### config.mk
export PLATFORM = sky130hd
export DESIGN_NAME = sst_ram
export DESIGN_NICKNAME = d
export VERILOG_FILES = /design/src/hw/rtl/sst_ram.sv
export SDC_FILE = /design/constraint.sdc
export NUM_CORES = 2
export LEC_CHECK = 0
export BUFFER_PORTS_ARGS = -buffer_cell sky130_fd_sc_hd__buf_2
export CAP_MARGIN = 20
export CORE_AREA = 2 2 286 570
export CTS_CLUSTER_DIAMETER = 80
export DETAILED_ROUTE_END_ITERATION = 10
export DIE_AREA = 0 0 288 572
export GPL_TIMING_DRIVEN = 0
export SLEW_MARGIN = 20
export SYNTH_ARGS = -nofsm -noshare
export SYNTH_HDL_FRONTEND = slang
export SYNTH_SLANG_ARGS = --single-unit
### constraint.sdc
create_clock -name i_clk -period 2.5 [get_ports i_clk]
set_input_delay 0.25 -clock i_clk [delete_from_list [all_inputs] [get_ports i_clk]]
set_output_delay 0.25 -clock i_clk [all_outputs]
set_load 0.005 [all_outputs]
### src/hw/rtl/sst_ram.sv
// ----------------------------------------------------------------------------
// sst_ram
// Generic single-write, single-read RAM with a registered read port.
// ----------------------------------------------------------------------------
module sst_ram #(
    parameter int WIDTH = 8,
    parameter int DEPTH = 256
) (
    input  logic                     i_clk,
    input  logic                     i_we,
    input  logic [$clog2(DEPTH)-1:0] i_waddr,
    input  logic [WIDTH-1:0]         i_wdata,
    input  logic [$clog2(DEPTH)-1:0] i_raddr,
    output logic [WIDTH-1:0]         o_rdata
);

    logic [WIDTH-1:0] r_mem [DEPTH];
    logic [WIDTH-1:0] r_rdata;

    always_ff @(posedge i_clk) begin
        if (i_we) begin
            r_mem[i_waddr] <= i_wdata;
        end
        r_rdata <= r_mem[i_raddr];
    end

    assign o_rdata = r_rdata;

endmodule

==> results.yml <==
run_status:
  status: "complete, but fails checks"
  violations: "setup timing"
sta:
  post-route-min-period_ns: 2.70
  clock.fmax_mhz: 371
  setup_ws_ns: -0.197
  worst_pin_slew_ns: 1.14
  setup_violations: 162
  rsz0062_at_grt: "true"
  hold_violations: 0
  skew_ns: 0.0540
  maxSlewViolCount: 0
  relSlewSlack_pct: 24.1
  min_period_over_period_pct: 108
routing:
  antenna_left: 0
  viasPerCell: 6.53
  drt_iter0_markers: 4754
  drt_first_pass_iters: 6
  post_drt_wl_per_cell_um: 40.5
  vias: 40700
  wl_um: 253000
  drc: 0
final_layout:
  syn_to_final_growth_pct: 13.4
  regArea_mm2: 0.0617
  final_area_mm2: 0.0902
  layout.nets: 4014
  multi_input_area_mm2: 0.0174
  final-instance-count-excl-fill: 6230
  layout-drive-gt1-share_pct: 27.6
  final_common_cell: "edfxtp_1"
  final_util_pct: 56.3
  n_fill_cell: 12100
  layout_common_cells: "edfxtp_1 (2,048), mux4_2 (454), nor2_1 (197), clkbuf_16 (181)"
cts:
  clock_path_buffers: 4
  cts_num_sinks: 2056
  cts_root_buf: "clkbuf_16"
  clock_latency_ns: 0.84
  numCtsBuffers: 177
  cts_tree: "done"
  clk_pin_slew_ns: 0.07
  h-tree-depth: 4
placed_design:
  dp.cells: 5894
  gp_congestion: 0.915
  dp_hpwl_um: 178000
  place_area_mm2: 0.0833
  io_buffers: 26
floorplan:
  dieArea_mm2: 0.165
  rows: 208
  core_mm2: 0.160
  start_util_pct: 49.6
  pin_count: 34
  fp.dieW_um: 288
  fp.dieH_um: 572
job:
  cap_violations: 0
logic_synthesis:
  ys_seq_elements: 2056
  async_flop_share_pct: 0
  synth_edf_count: 2048
  yosysWarningCount: 0
  ys_types: 55
  syn-num-nets: 3759
  yosysSeqAreaShare_pct: 77.5
  synth_top_cell_by_area: "edfxtp_1"
  synth_flop_cell: "edfxtp_1"
  syn_avg_cell_area_um2: 21.3
  netlist_instances: 3733
  mappedNetlistArea_mm2: 0.0796
  yosys.area.top_type_share_pct: 77.3
  synth.area.top_cells: "edfxtp_1 (77%), mux4_2 (13%), mux2i_1 (1.7%)"
global_route:
  antenna_found_initial: 11
  grt_pass1_vias: 41700
  overflow: 0
  grt_max_degree: 139
  grt_pass1_wl_um: 341000
  groute.usage.overall_pct: 31.0
setup_path:
  end_kind: "register"
  cp_max_fo: 10
  critPathKind: "primary input to register"
  start_kind: "primary input"
  cp.arrival_ns: 3.14
  reg2regPathDepth: 6
  worstPathRequired_ns: 2.94
min_path:
  hold_path_class: "primary input to register"
  hold_path_depth: 3
power:
  power_mw: 70.0
  peakVddDrop_uv: 804
  power_leakage_nw: 27.7
  p_per_area_mw_per_mm2: 776
[layout make-up]
class                           instances  area share, %
Antenna cell                            8         0.0222
Buffer                                232           1.89
Inverter                                2        0.00971
Tap cell                             2100           2.91
Sequential cell                      2056           68.4
Multi-Input combinational cell       1442           19.3
Clock inverter                        102           1.09
Clock buffer                          211           5.15
Timing Repair Buffer                   77           1.32
[where the power goes]
| group | total (mW) | internal [mW] | switching [mW] |
|---|---|---|---|
| Sequential | 38.0 | 38.0 | 0.0238 |
| Combinational | 4.43 | 1.40 | 3.03 |
| Clock | 27.6 | 15.1 | 12.5 |
| Total | 70.0 | 54.4 | 15.6 |
[sequential cells by signal, summed over array words and instances, names as in the netlist]
name / cells
o_rdata: 8
r_mem: 2048
[metrics by stage]
step / hold slack (ns) / TNS (ns) / setup WS (ns)
floorplan: 0.349 / 0 / 0.312
global route: 0.276 / -7.85 / -0.180
CTS: 0.209 / -0.332 / -0.0270
global placement: 0.633 / -5832.12 / -3.45
finish: 0.265 / -15.84 / -0.197
detailed placement: 0.587 / -1115.34 / -2.41
[layer usage]
metal  GRT usage (%)  vias to the layer above  wire, um
met4            23.9                       12     23800
met1            33.1                    21700     79400
met3            4.79                      627     16700
met5               0                        -        69
li1                -                    16200         -
met2            54.8                     2157    133000
[cell usage after synthesis (6+ instances only)]
cell type / count
nor4_1: 24
clkbuf_1: 111
nand2b_1: 8
dfxtp_1: 8
buf_4: 27
a211oi_1: 16
nand4_1: 10
a22o_1: 8
nand2_1: 33
o211ai_1: 10
o221ai_1: 46
edfxtp_1: 2048
o22ai_1: 28
mux2i_1: 134
and2_1: 6
nor2b_1: 31
nand3_1: 34
mux4_2: 454
o21ai_0: 10
buf_8: 13
a22oi_1: 133
buf_1: 22
nor3_1: 22
buf_6: 21
buf_12: 8
buf_2: 31
nor2_1: 282
a221oi_1: 13
a21oi_1: 96
[critical path: stages]
cell	delay (ns)
clkbuf_1	0.37
nor2b_1	0.19
clkbuf_1	0.37
nand3_1	0.45
clkbuf_2	0.64
nor2_1	0.85
[repair_timing]
item	CTS	global route
setup buffers	2	6
setup endpoints to repair	253	472
hold endpoints to repair	331	0
gates resized for setup	239	53
hold buffers	8	0
pin swaps	10	1
[logic make-up (layout without fill, tap and decap cells)]
family                 after synthesis  in the layout  share of synthesized area (%)
AOI/OAI and AO/OA                  385            385                           3.42
buffers and inverters              235            624                           1.83
DFF                               2056           2056                           77.5
muxes                              591            591                           14.6
other                                0              8                              0
and+or+nand+nor                    466            466                           2.63
[path summary, 6_finish.rpt]
| check | end | slack [ns] | startpoint |
|---|---|---|---|
| max | r_mem[57][5] | -0.20 | i_waddr[0] |
| min | r_mem[113][1] | 0.27 | i_waddr[4] |
| max reg2reg | o_rdata[6] | -0.07 | r_mem[67][6] |
| min reg2reg | o_rdata[4] | 1.22 | r_mem[50][4] |
No activity file was read; power rests on OpenSTA's default activity.
